`config.mk`:
```
export PLATFORM = sky130hd
export DESIGN_NAME = dns_captive_answer_builder_flat
export DESIGN_NICKNAME = d
export VERILOG_FILES = /design/src/hw/rtl/dca_pkg.sv /design/src/hw/rtl/dca_query_if.sv /design/src/hw/rtl/dca_reply_if.sv /design/src/hw/rtl/dca_cfg_if.sv /design/src/hw/rtl/dns_captive_answer_builder.sv /design/src/hw/rtl/dca_parse.sv /design/src/flat_wrapper.sv
export SDC_FILE = /design/constraint.sdc
export NUM_CORES = 1
export LEC_CHECK = 0
export ABC_CLOCK_PERIOD_IN_PS = 4470
export CAP_MARGIN = 25
export CORE_MARGIN = 5
export CORE_UTILIZATION = 59
export DETAILED_ROUTE_END_ITERATION = 8
export DONT_BUFFER_PORTS = 1
export GPL_TIMING_DRIVEN = 0
export PLACE_DENSITY = 0.85
export SETUP_SLACK_MARGIN = 0.2
export SKIP_LAST_GASP = 1
export SYNTH_ARGS = -nofsm -noshare
export SYNTH_HDL_FRONTEND = slang
export SYNTH_SLANG_ARGS = --single-unit
```
`constraint.sdc`:
```
create_clock -name i_clk -period 4.47 [get_ports i_clk]
set_input_delay 0 -clock i_clk [delete_from_list [all_inputs] [get_ports i_clk]]
set_output_delay 0 -clock i_clk [all_outputs]
set_load 0.01 [all_outputs]
```
`src/hw/rtl/dca_pkg.sv`:
```
// Shared types, constants and the answer record table of the DNS captive answer builder.
`default_nettype none

package dca_pkg;

    // Default for the largest accepted query length in bytes.
    localparam int MAX_QUERY_DEF = 512;

    // Register indexes of the configuration port.
    typedef enum logic [0:0] {
        REG_ANSWER_ADDRESS = 1'b0,
        REG_ANSWER_TTL     = 1'b1
    } t_cfg_index;

    localparam logic [31:0] ANSWER_ADDRESS_RST = 32'hC0A8_0401;
    localparam logic [31:0] ANSWER_TTL_RST     = 32'd60;

    // DNS header layout.
    localparam int          HDR_LEN        = 12;
    localparam int          NAME_START     = 12;
    localparam int          MIN_QUERY      = 17;
    localparam int          QTAIL_LEN      = 5;  // zero byte + type + class
    localparam logic [3:0]  POS_FLAGS_HI   = 4'd2;
    localparam logic [3:0]  POS_FLAGS_LO   = 4'd3;
    localparam logic [3:0]  POS_QDCOUNT_HI = 4'd4;
    localparam logic [3:0]  POS_QDCOUNT_LO = 4'd5;
    localparam logic [3:0]  POS_ANCOUNT_HI = 4'd6;
    localparam logic [3:0]  POS_ANCOUNT_LO = 4'd7;
    localparam logic [3:0]  POS_NSCOUNT_HI = 4'd8;
    localparam logic [3:0]  POS_NSCOUNT_LO = 4'd9;
    localparam logic [3:0]  POS_ARCOUNT_HI = 4'd10;
    localparam logic [3:0]  POS_ARCOUNT_LO = 4'd11;
    localparam logic [7:0]  REPLY_FLAGS_HI = 8'h84;
    localparam logic [7:0]  LABEL_PTR_MASK = 8'hC0;
    localparam logic [15:0] ONE_QUESTION   = 16'd1;

    // Answer record: pointer to offset 12, type A, class IN, TTL, length 4, address.
    localparam int          ANSWER_LEN     = 16;
    localparam logic [7:0]  NAME_PTR_HI    = 8'hC0;
    localparam logic [7:0]  NAME_PTR_LO    = 8'h0C;
    localparam logic [15:0] RR_TYPE_A      = 16'd1;
    localparam logic [15:0] RR_CLASS_IN    = 16'd1;
    localparam logic [15:0] RR_RDLENGTH    = 16'd4;

    // One parsed query byte handed from the parser to the reply sequencer.
    typedef struct packed {
        logic       valid;
        logic       fwd;    // byte belongs to the forwarded header or question
        logic       last;   // final byte of the query
        logic       bad;    // query judged bad (meaningful with last)
        logic [7:0] ob;     // forwarded byte after header rewrite
    } t_event;

    function automatic logic [7:0] answer_byte(input logic [3:0]  idx,
                                               input logic [31:0] ttl,
                                               input logic [31:0] addr);
        logic [7:0] b;
        case (idx)
            4'd0:    b = NAME_PTR_HI;
            4'd1:    b = NAME_PTR_LO;
            4'd2:    b = RR_TYPE_A[15:8];
            4'd3:    b = RR_TYPE_A[7:0];
            4'd4:    b = RR_CLASS_IN[15:8];
            4'd5:    b = RR_CLASS_IN[7:0];
            4'd6:    b = ttl[31:24];
            4'd7:    b = ttl[23:16];
            4'd8:    b = ttl[15:8];
            4'd9:    b = ttl[7:0];
            4'd10:   b = RR_RDLENGTH[15:8];
            4'd11:   b = RR_RDLENGTH[7:0];
            4'd12:   b = addr[31:24];
            4'd13:   b = addr[23:16];
            4'd14:   b = addr[15:8];
            default: b = addr[7:0];
        endcase
        return b;
    endfunction

endpackage

`default_nettype wire

```
`src/hw/rtl/dca_query_if.sv`:
```
// Query byte channel: one item per query byte with a last-byte flag.
`default_nettype none

interface dca_query_if;
    logic       valid;
    logic       ready;
    logic [7:0] data_byte;
    logic       last_byte;

    modport source (output valid, output data_byte, output last_byte, input ready);
    modport sink   (input valid, input data_byte, input last_byte, output ready);
endinterface

`default_nettype wire

```
`src/hw/rtl/dca_reply_if.sv`:
```
// Reply byte channel: one item per reply byte with frame end and drop marks.
`default_nettype none

interface dca_reply_if;
    logic       valid;
    logic       ready;
    logic [7:0] out_byte;
    logic       frame_end;
    logic       drop;

    modport source (output valid, output out_byte, output frame_end, output drop, input ready);
    modport sink   (input valid, input out_byte, input frame_end, input drop, output ready);
endinterface

`default_nettype wire

```
`src/hw/rtl/dca_cfg_if.sv`:
```
// Configuration write channel: register index and write data.
`default_nettype none

interface dca_cfg_if;
    logic        valid;
    logic        ready;
    logic [0:0]  index;
    logic [31:0] data;

    modport source (output valid, output index, output data, input ready);
    modport sink   (input valid, input index, input data, output ready);
endinterface

`default_nettype wire

```
`src/hw/rtl/dns_captive_answer_builder.sv`:
```
// Top level of the DNS captive answer builder: parser, reply sequencer and registers.
//
//  Channel   Dir  Handshake     Item
//  i_query   in   valid/ready   data_byte[7:0], last_byte
//  o_reply   out  valid/ready   out_byte[7:0], frame_end, drop
//  i_cfg     in   valid/ready   index (0 address, 1 TTL), data[31:0]
//
// Each query byte is registered in the parser's event register and then in the output
// register, so bytes stream through at one item per cycle while o_reply does not stall.
// A good query's last byte expands into up to 17 reply items; the reply sequencer
// emits them in order, and the query input waits until the sequencer loads the last
// of them into the output register.
// A stall on o_reply holds the output register and backs up into i_query through the
// single event register between parser and sequencer.
// Reset is synchronous and active low; it clears parser state, the event and output valid
// bits and loads the register defaults 192.168.4.1 and a TTL of 60 seconds.
`default_nettype none

module dns_captive_answer_builder #(
    parameter int MAX_QUERY = dca_pkg::MAX_QUERY_DEF
) (
    input  wire logic    i_clk,
    input  wire logic    i_rst_n,
    dca_query_if.sink    i_query,
    dca_reply_if.source  o_reply,
    dca_cfg_if.sink      i_cfg
);

    // Config registers. The user must write only while idle; the block does not check.
    logic [31:0] r_answer_address;
    logic [31:0] r_answer_ttl;

    assign i_cfg.ready = 1'b1;

    always_ff @(posedge i_clk) begin
        if (!i_rst_n) begin
            r_answer_address <= dca_pkg::ANSWER_ADDRESS_RST;
            r_answer_ttl     <= dca_pkg::ANSWER_TTL_RST;
        end else if (i_cfg.valid) begin
            case (dca_pkg::t_cfg_index'(i_cfg.index))
                dca_pkg::REG_ANSWER_ADDRESS: r_answer_address <= i_cfg.data;
                dca_pkg::REG_ANSWER_TTL:     r_answer_ttl     <= i_cfg.data;
                default: ;
            endcase
        end
    end

    // The parser registers one event per accepted query byte.
    dca_pkg::t_event ev;
    logic            in_take;
    logic            ev_done;

    dca_parse #(
        .MAX_QUERY (MAX_QUERY)
    ) u_parse (
        .i_clk       (i_clk),
        .i_rst_n     (i_rst_n),
        .i_take      (in_take),
        .i_data_byte (i_query.data_byte),
        .i_last_byte (i_query.last_byte),
        .i_ev_done   (ev_done),
        .o_ev        (ev)
    );

    // Reply sequencer. r_k counts items already sent for the held event. On a good final
    // byte the forwarded byte (if any) goes first, then the 16 answer bytes follow.
    logic [4:0] r_k;
    logic       r_out_valid;
    logic [7:0] r_out_byte;
    logic       r_out_end;
    logic       r_out_drop;

    logic       out_free;
    logic       need_out;
    logic       emit_ob;
    logic [3:0] ans_idx;
    logic       item_last;
    logic       emit;
    logic [7:0] item_byte;
    logic       item_end;
    logic       item_drop;
    logic [4:0] k_minus;

    always_comb begin
        out_free  = !r_out_valid || o_reply.ready;
        need_out  = ev.fwd || ev.last;
        emit_ob   = ev.fwd && (r_k == 5'd0);
        k_minus   = r_k - {4'd0, ev.fwd};
        ans_idx   = k_minus[3:0];
        item_byte = ev.ob;
        item_end  = 1'b0;
        item_drop = 1'b0;
        item_last = 1'b1;

        if (ev.last) begin
            if (ev.bad) begin
                // A bad query closes with a single drop item and nothing forwarded.
                item_byte = 8'd0;
                item_end  = 1'b1;
                item_drop = 1'b1;
            end else if (emit_ob) begin
                item_last = 1'b0;
            end else begin
                item_byte = dca_pkg::answer_byte(ans_idx, r_answer_ttl, r_answer_address);
                item_last = (ans_idx == 4'(dca_pkg::ANSWER_LEN - 1));
                item_end  = item_last;
            end
        end

        emit    = ev.valid && need_out && out_free;
        ev_done = ev.valid && (!need_out || (out_free && item_last));
    end

    assign i_query.ready = !ev.valid || ev_done;
    assign in_take       = i_query.valid && i_query.ready;

    always_ff @(posedge i_clk) begin
        if (!i_rst_n) begin
            r_k         <= '0;
            r_out_valid <= 1'b0;
        end else begin
            if (ev_done) begin
                r_k <= '0;
            end else if (emit) begin
                r_k <= r_k + 5'd1;
            end
            if (emit) begin
                r_out_valid <= 1'b1;
            end else if (o_reply.ready) begin
                r_out_valid <= 1'b0;
            end
        end
    end

    always_ff @(posedge i_clk) begin
        if (emit) begin
            r_out_byte <= item_byte;
            r_out_end  <= item_end;
            r_out_drop <= item_drop;
        end
    end

    assign o_reply.valid     = r_out_valid;
    assign o_reply.out_byte  = r_out_byte;
    assign o_reply.frame_end = r_out_end;
    assign o_reply.drop      = r_out_drop;

    // The item counter only runs through a good final byte's answer.
    a_k_range: assert property (@(posedge i_clk) disable iff (!i_rst_n)
        r_k <= 5'(dca_pkg::ANSWER_LEN))
        else $error("reply item counter out of range");

    a_k_context: assert property (@(posedge i_clk) disable iff (!i_rst_n)
        (r_k != 5'd0) |-> (ev.valid && ev.last && !ev.bad))
        else $error("item counter running outside a good final byte");

    a_drop_closes: assert property (@(posedge i_clk) disable iff (!i_rst_n)
        (r_out_valid && r_out_drop) |-> (r_out_end && (r_out_byte == 8'd0)))
        else $error("drop item is not a zero closing item");

    a_take_loads: assert property (@(posedge i_clk) disable iff (!i_rst_n)
        in_take |=> ev.valid)
        else $error("accepted query byte left no event");

endmodule

`default_nettype wire

```
`src/hw/rtl/dca_parse.sv`:
```
// Query parser: header rewrite, label walk and query checks, one byte per cycle.
`default_nettype none

module dca_parse #(
    parameter int MAX_QUERY = dca_pkg::MAX_QUERY_DEF
) (
    input  wire logic            i_clk,
    input  wire logic            i_rst_n,
    input  wire logic            i_take,      // query byte accepted this cycle
    input  wire logic [7:0]      i_data_byte,
    input  wire logic            i_last_byte,
    input  wire logic            i_ev_done,   // sequencer finished the held event
    output dca_pkg::t_event      o_ev
);

    // Positions reach MAX_QUERY plus a label jump of up to 64.
    localparam int LW = $clog2(MAX_QUERY + 65);

    logic [LW-1:0] r_pos, n_pos;
    logic [LW-1:0] r_next_label, n_next_label;
    logic          r_closed, n_closed;
    logic [LW-1:0] r_reply_end, n_reply_end;
    logic          r_bad, n_bad;
    logic [7:0]    r_count_high, n_count_high;
    logic          r_ev_valid;
    logic          r_ev_fwd, r_ev_last, r_ev_bad;
    logic [7:0]    r_ev_ob;

    logic          fwd;
    logic [7:0]    ob;
    logic [LW-1:0] len;
    logic          bad_final;

    always_comb begin
        n_pos        = r_pos;
        n_next_label = r_next_label;
        n_closed     = r_closed;
        n_reply_end  = r_reply_end;
        n_bad        = r_bad;
        n_count_high = r_count_high;
        fwd          = 1'b0;
        ob           = i_data_byte;

        if (r_pos >= LW'(MAX_QUERY)) begin
            n_bad = 1'b1;
        end else if (r_pos < LW'(dca_pkg::HDR_LEN)) begin
            fwd = 1'b1;
            case (r_pos[3:0])
                dca_pkg::POS_FLAGS_HI: begin
                    if (i_data_byte[7]) begin
                        n_bad = 1'b1;
                    end
                    ob = dca_pkg::REPLY_FLAGS_HI;
                end
                dca_pkg::POS_FLAGS_LO:   ob = 8'd0;
                dca_pkg::POS_QDCOUNT_HI: n_count_high = i_data_byte;
                dca_pkg::POS_QDCOUNT_LO: begin
                    if ({r_count_high, i_data_byte} != dca_pkg::ONE_QUESTION) begin
                        n_bad = 1'b1;
                    end
                end
                dca_pkg::POS_ANCOUNT_HI: ob = 8'd0;
                dca_pkg::POS_ANCOUNT_LO: ob = 8'd1;
                dca_pkg::POS_NSCOUNT_HI,
                dca_pkg::POS_NSCOUNT_LO,
                dca_pkg::POS_ARCOUNT_HI,
                dca_pkg::POS_ARCOUNT_LO: ob = 8'd0;
                default: ;
            endcase
        end else if (!r_closed) begin
            fwd = 1'b1;
            if (r_pos == r_next_label) begin
                if (i_data_byte == 8'd0) begin
                    n_closed    = 1'b1;
                    n_reply_end = r_pos + LW'(dca_pkg::QTAIL_LEN);
                end else if ((i_data_byte & dca_pkg::LABEL_PTR_MASK) != 8'd0) begin
                    n_bad = 1'b1;
                end else begin
                    n_next_label = r_pos + LW'(i_data_byte[5:0]) + LW'(1);
                end
            end
        end else if (r_pos < r_reply_end) begin
            fwd = 1'b1;
        end

        if (r_pos < LW'(MAX_QUERY)) begin
            n_pos = r_pos + LW'(1);
        end

        // Length check on the final byte uses the state after this byte.
        len       = r_pos + LW'(1);
        bad_final = n_bad || (len < LW'(dca_pkg::MIN_QUERY)) || (len > LW'(MAX_QUERY))
                    || !n_closed || (n_reply_end > len);
    end

    always_ff @(posedge i_clk) begin
        if (!i_rst_n) begin
            r_pos        <= '0;
            r_next_label <= LW'(dca_pkg::NAME_START);
            r_closed     <= 1'b0;
            r_reply_end  <= '0;
            r_bad        <= 1'b0;
            r_count_high <= '0;
            r_ev_valid   <= 1'b0;
        end else begin
            if (i_take) begin
                if (i_last_byte) begin
                    r_pos        <= '0;
                    r_next_label <= LW'(dca_pkg::NAME_START);
                    r_closed     <= 1'b0;
                    r_reply_end  <= '0;
                    r_bad        <= 1'b0;
                    r_count_high <= '0;
                end else begin
                    r_pos        <= n_pos;
                    r_next_label <= n_next_label;
                    r_closed     <= n_closed;
                    r_reply_end  <= n_reply_end;
                    r_bad        <= n_bad;
                    r_count_high <= n_count_high;
                end
                r_ev_valid <= 1'b1;
            end else if (i_ev_done) begin
                r_ev_valid <= 1'b0;
            end
        end
    end

    always_ff @(posedge i_clk) begin
        if (i_take) begin
            r_ev_fwd  <= fwd;
            r_ev_last <= i_last_byte;
            r_ev_bad  <= bad_final;
            r_ev_ob   <= ob;
        end
    end

    assign o_ev = '{valid: r_ev_valid, fwd: r_ev_fwd, last: r_ev_last,
                    bad: r_ev_bad, ob: r_ev_ob};

endmodule

`default_nettype wire

```
`src/flat_wrapper.sv`:
```
// flat-port wrapper written by rule: the top's interface ports become plain ports
module dns_captive_answer_builder_flat 
#(
    parameter int MAX_QUERY = dca_pkg::MAX_QUERY_DEF
)
  (i_clk, i_rst_n, i_query_valid, i_query_data_byte, i_query_last_byte, i_query_ready, o_reply_valid, o_reply_out_byte, o_reply_frame_end, o_reply_drop, o_reply_ready, i_cfg_valid, i_cfg_index, i_cfg_data, i_cfg_ready);
  dca_query_if i_query_i ();
  dca_reply_if o_reply_i ();
  dca_cfg_if i_cfg_i ();
  input  wire logic i_clk;
  input  wire logic i_rst_n;
  input wire logic [$bits(i_query_i.valid)-1:0] i_query_valid;
  input wire logic [$bits(i_query_i.data_byte)-1:0] i_query_data_byte;
  input wire logic [$bits(i_query_i.last_byte)-1:0] i_query_last_byte;
  output wire logic [$bits(i_query_i.ready)-1:0] i_query_ready;
  output wire logic [$bits(o_reply_i.valid)-1:0] o_reply_valid;
  output wire logic [$bits(o_reply_i.out_byte)-1:0] o_reply_out_byte;
  output wire logic [$bits(o_reply_i.frame_end)-1:0] o_reply_frame_end;
  output wire logic [$bits(o_reply_i.drop)-1:0] o_reply_drop;
  input wire logic [$bits(o_reply_i.ready)-1:0] o_reply_ready;
  input wire logic [$bits(i_cfg_i.valid)-1:0] i_cfg_valid;
  input wire logic [$bits(i_cfg_i.index)-1:0] i_cfg_index;
  input wire logic [$bits(i_cfg_i.data)-1:0] i_cfg_data;
  output wire logic [$bits(i_cfg_i.ready)-1:0] i_cfg_ready;
  assign i_query_i.valid = i_query_valid;
  assign i_query_i.data_byte = i_query_data_byte;
  assign i_query_i.last_byte = i_query_last_byte;
  assign i_query_ready = i_query_i.ready;
  assign o_reply_valid = o_reply_i.valid;
  assign o_reply_out_byte = o_reply_i.out_byte;
  assign o_reply_frame_end = o_reply_i.frame_end;
  assign o_reply_drop = o_reply_i.drop;
  assign o_reply_i.ready = o_reply_ready;
  assign i_cfg_i.valid = i_cfg_valid;
  assign i_cfg_i.index = i_cfg_index;
  assign i_cfg_i.data = i_cfg_data;
  assign i_cfg_ready = i_cfg_i.ready;
  dns_captive_answer_builder #(.MAX_QUERY(MAX_QUERY)) u_core (.i_clk(i_clk), .i_rst_n(i_rst_n), .i_query(i_query_i), .o_reply(o_reply_i), .i_cfg(i_cfg_i));
endmodule
```
==> flow_metrics.env <==
export IMPL_status="completed"
export IMPL_grt_first_pass_wirelength_mm=38.53
export IMPL_cellLeakagePower_nw=3.357
export IMPL_synthArstFlopShare=0
export IMPL_cp_num_buf_inv=1
export IMPL_cp_common_cell="or4_1"
export IMPL_power_density_nw_per_um2=337.6
export IMPL_setup_tns_final_ns=0
export IMPL_start_util=0.6044
export IMPL_type_of_element_launching_the_critical_path="register"
export IMPL_htree_levels=4
export IMPL_layout_min_cycle_time_ns=4.038
export IMPL_wl_met2_mm=10.70
export IMPL_synth_area_sq_um=7690
export IMPL_detailroute_wirelength_met3_mm=3.060
export IMPL_fillCellCount=1013
export IMPL_postSynth_topFlopCell="dfxtp_1"
export IMPL_worst_ep_required_time_ns=4.63
export IMPL_relSlewSlack=0.3614
export IMPL_clock_tree_root_cell="clkbuf_16"
export IMPL_worstPathArrival_ns=4.20
export IMPL_minimum_setup_slack_among_reg_to_reg_paths_ns=0.43
export IMPL_grtUsageTotal=0.3254
export IMPL_synth_fp_nets=1047
export IMPL_worst_r2r_cell_count=13
export IMPL_drc_errors=0
export IMPL_ctsResizeCount=0
export IMPL_crit_path_max_incr_delay_ns=0.61
export IMPL_clock_latency_ns=0.43
export IMPL_worstReg2RegStart="u_core.u_parse.r_pos[5]"
export IMPL_synth_cell_type_count=75
export IMPL_cell_count_of_the_worst_hold_path=4
export IMPL_num_vias=7860
export IMPL_min_delay_path_class="input pin to register"
export IMPL_regToRegEndpoint="u_core.u_parse.r_ev_bad"
export IMPL_routed_wl_mm=24.63
export IMPL_yosysSeqAreaShare=0.3710
export IMPL_uppermost_metal_layer_occupied_by_signal_nets="met4"
export IMPL_drv_cap=0
export IMPL_via_per_inst=6.453
export IMPL_yosysWarningCount=0
export IMPL_synth_edff_count=21
export IMPL_synth_top_area_frac=0.2890
export IMPL_die_area_sq_um=15420
export IMPL_layout_setup_ws_ns=0.4325
export IMPL_floorplan_io_pins=60
export IMPL_irDropWorstVdd_v=0.0002939
export IMPL_grt_antenna_before_repair=0
export IMPL_numCtsBuffers=17
export IMPL_timing_final_crit_share=0.9033
export IMPL_synth_avg_cell_area_sq_um=7.969
export IMPL_max_freq_mhz=247.7
export IMPL_final_nets=1116
export IMPL_core_sq_um=12720
export IMPL_yosys_register_bits=132
export IMPL_clkSinkCount=132
export IMPL_rows=41
export IMPL_timing_setup_critical_path_class="register to register"
export IMPL_timing_critical_path_fanout_max=10
export IMPL_rsz0062_at_grt="false"
export IMPL_die_height_um=124.2
export IMPL_place_port_buffers=0
export IMPL_critical_path_endpoint="u_core.u_parse.r_ev_bad"
export IMPL_grt_pass1_vias=7400
export IMPL_synth_largest_area_cell="dfxtp_1"
export IMPL_drive_above_1_share=0.05927
export IMPL_die_width_um=124.2
export IMPL_dp_hpwl_mm=17.55
export IMPL_route_layer_met1_wl_mm=10.17
export IMPL_setup_viol=0
export IMPL_final_antenna_net_count=0
export IMPL_critical_path_startpoint="u_core.u_parse.r_pos[5]"
export IMPL_finalHoldViolations=0
export IMPL_cp_end_kind="register"
export IMPL_per_cell_routed_wire_length_um=20.22
export IMPL_cts_tree="yes"
export IMPL_dr_first_iter_drc_count=1377
export IMPL_grt_residual_overflow=0
export IMPL_critical_path_cell_chain="or4_4 > and3b_1 > or4_1 > or2_1 > clkbuf_1 > nand2_1 > o21ai_1 > ha_1 > a211oi_1 > nor2_1 > nor4_1 > a31oi_1 > or4_1"
export IMPL_preCtsSetupSlack_ns=0.5140
export IMPL_pin_count_of_the_biggest_net_entering_global_routing=21
export IMPL_post_synthesis_to_final_layout_area_growth_pct=16.78
export IMPL_maxSlewViolCount=0
export IMPL_worst_path_max_delay_cell="dfxtp_1"
export IMPL_worst_path_stages=13
export IMPL_clock_slew_at_reported_path_ffs_ns=0.06
export IMPL_fin_total_pwr_mw=3.032
export IMPL_clock_tree_buffer_depth=2
export IMPL_antenna_cells_inserted=0
export IMPL_synthCells=965
export IMPL_critical_path_top_delay_family="simple AND/OR/NAND/NOR gates"
export IMPL_tightestPinTransition_ns=0.9579
export IMPL_worst_clock_skew_ns=0.01326
export IMPL_yosys_top_cells_area="dfxtp_1 29%, nand2_1 9.4%, edfxtp_1 8.2%"
export IMPL_gpl_final_weighted_congestion=1.050
export IMPL_drtPass1Iterations=7
==> how the worst min path moves through the flow <==
stage | to | slack, ns | from
floorplan | u_core.u_parse.r_ev_last | 0.1 | i_query_last_byte
global placement | u_core.u_parse.r_ev_last | 0.1 | i_query_last_byte
detailed placement | u_core.u_parse.r_ev_last | 0.1 | i_query_last_byte
CTS | u_core.r_answer_ttl[0] | 0.01 | i_cfg_index
global route | u_core.r_answer_address[2] | 0.06 | i_cfg_valid
finish | u_core.u_parse.r_next_label[4] | 0.03 | i_query_data_byte[4]
==> cells in the mapped netlist, drive strengths merged (10+ instances only) <==
library cell and count:
edfxtp 21, nand2 192, a31oi 10, a21oi 85, nor2b 17, xnor2 20
mux2i 18, clkbuf 43, buf 19, ha 34, a22oi 11, xor2 16
dfxtp 111, nand2b 10, nor3 12, o32ai 10, nand4 12, nand3 50
inv 39, nor2 54, o21ai 45
==> power breakdown <==
group | internal (mW) | total (mW) | switching, mW
Combinational | 0.133 | 0.371 | 0.238
Sequential | 1.25 | 1.29 | 0.0329
Clock | 0.775 | 1.37 | 0.598
==> placed cells by master (no fill, tap or decap), types with 34 or more instances in the layout <==
master / instances
ha_1: 34
clkbuf_1: 43
o21ai_0: 35
dfxtp_1: 111
nand2_1: 192
a21oi_1: 82
inv_1: 37
dlygate4sd3_1: 49
nor2_1: 54
nand3_1: 50
==> cells by family after synthesis <==
group                      after synthesis  share of synthesized area
adders and majority gates               35                    0.05792
DFF                                    132                     0.3710
AOI/OAI and AO/OA                      238                     0.2014
muxes                                   26                    0.03514
buffers and inverters                  103                    0.05288
xor gates and xnor gates                36                    0.04100
other                                    1                  0.0004877
and+or+nand+nor                        394                     0.2402
==> layer usage <==
| layer | vias up | global-route usage |
|---|---|---|
| li1 | 3555 | - |
| met2 | 535 | 0.4902 |
| met4 | 0 | 0.1109 |
| met1 | 3673 | 0.4465 |
| met3 | 97 | 0.09628 |
| met5 | - | 0 |
==> sequential cells by signal, summed over array words and instances, names as in the netlist, 5 cells and up <==
signal,count
u_core.u_parse.r_reply_end,10
u_core.u_parse.r_count_high,8
u_core.o_reply.out_byte,8
u_core.r_answer_address,32
u_core.u_parse.r_ev_ob,8
u_core.r_k,5
u_core.u_parse.r_next_label,10
u_core.u_parse.r_pos,10
u_core.r_answer_ttl,32
==> final cells by class <==
class,count,area [sq um],area share
plain buffers,62,252.7,0.02815
clock buffers,19,464.2,0.05169
clock inverters,12,108.9,0.01212
inverters,41,153.9,0.01714
multi-input cells,730,4431,0.4934
flip-flops and latches,132,2853,0.3177
well taps,172,215.2,0.02397
repair buffers,50,501.7,0.05587
==> metrics by stage <==
step | area, sq um | hold WS (ns) | utilization | cells
global placement | 7905 | 0.09954 | 0.6214 | 1137
floorplan | 7690 | 0.09887 | - | 965
finish | 8980 | 0.02703 | 0.7058 | 1218
detailed placement | 7916 | 0.09950 | 0.6222 | 1138
global route | 8980 | 0.05976 | 0.7058 | 1218
CTS | 8980 | 0.01248 | 0.7058 | 1218
==> worst min-delay path, cell delays in order <==
cell and delay (ns):
ha_1 0.16, nor2_1 0.06, nor2_1 0.08, a22o_1 0.12
==> what timing repair did <==
| action | 4_1_cts | 5_1_grt |
|---|---|---|
| setup buffers | 0 | 0 |
| hold buffers | 49 | 0 |
| hold endpoints to repair | 85 | 0 |
Power figures use the tool's default switching activity.
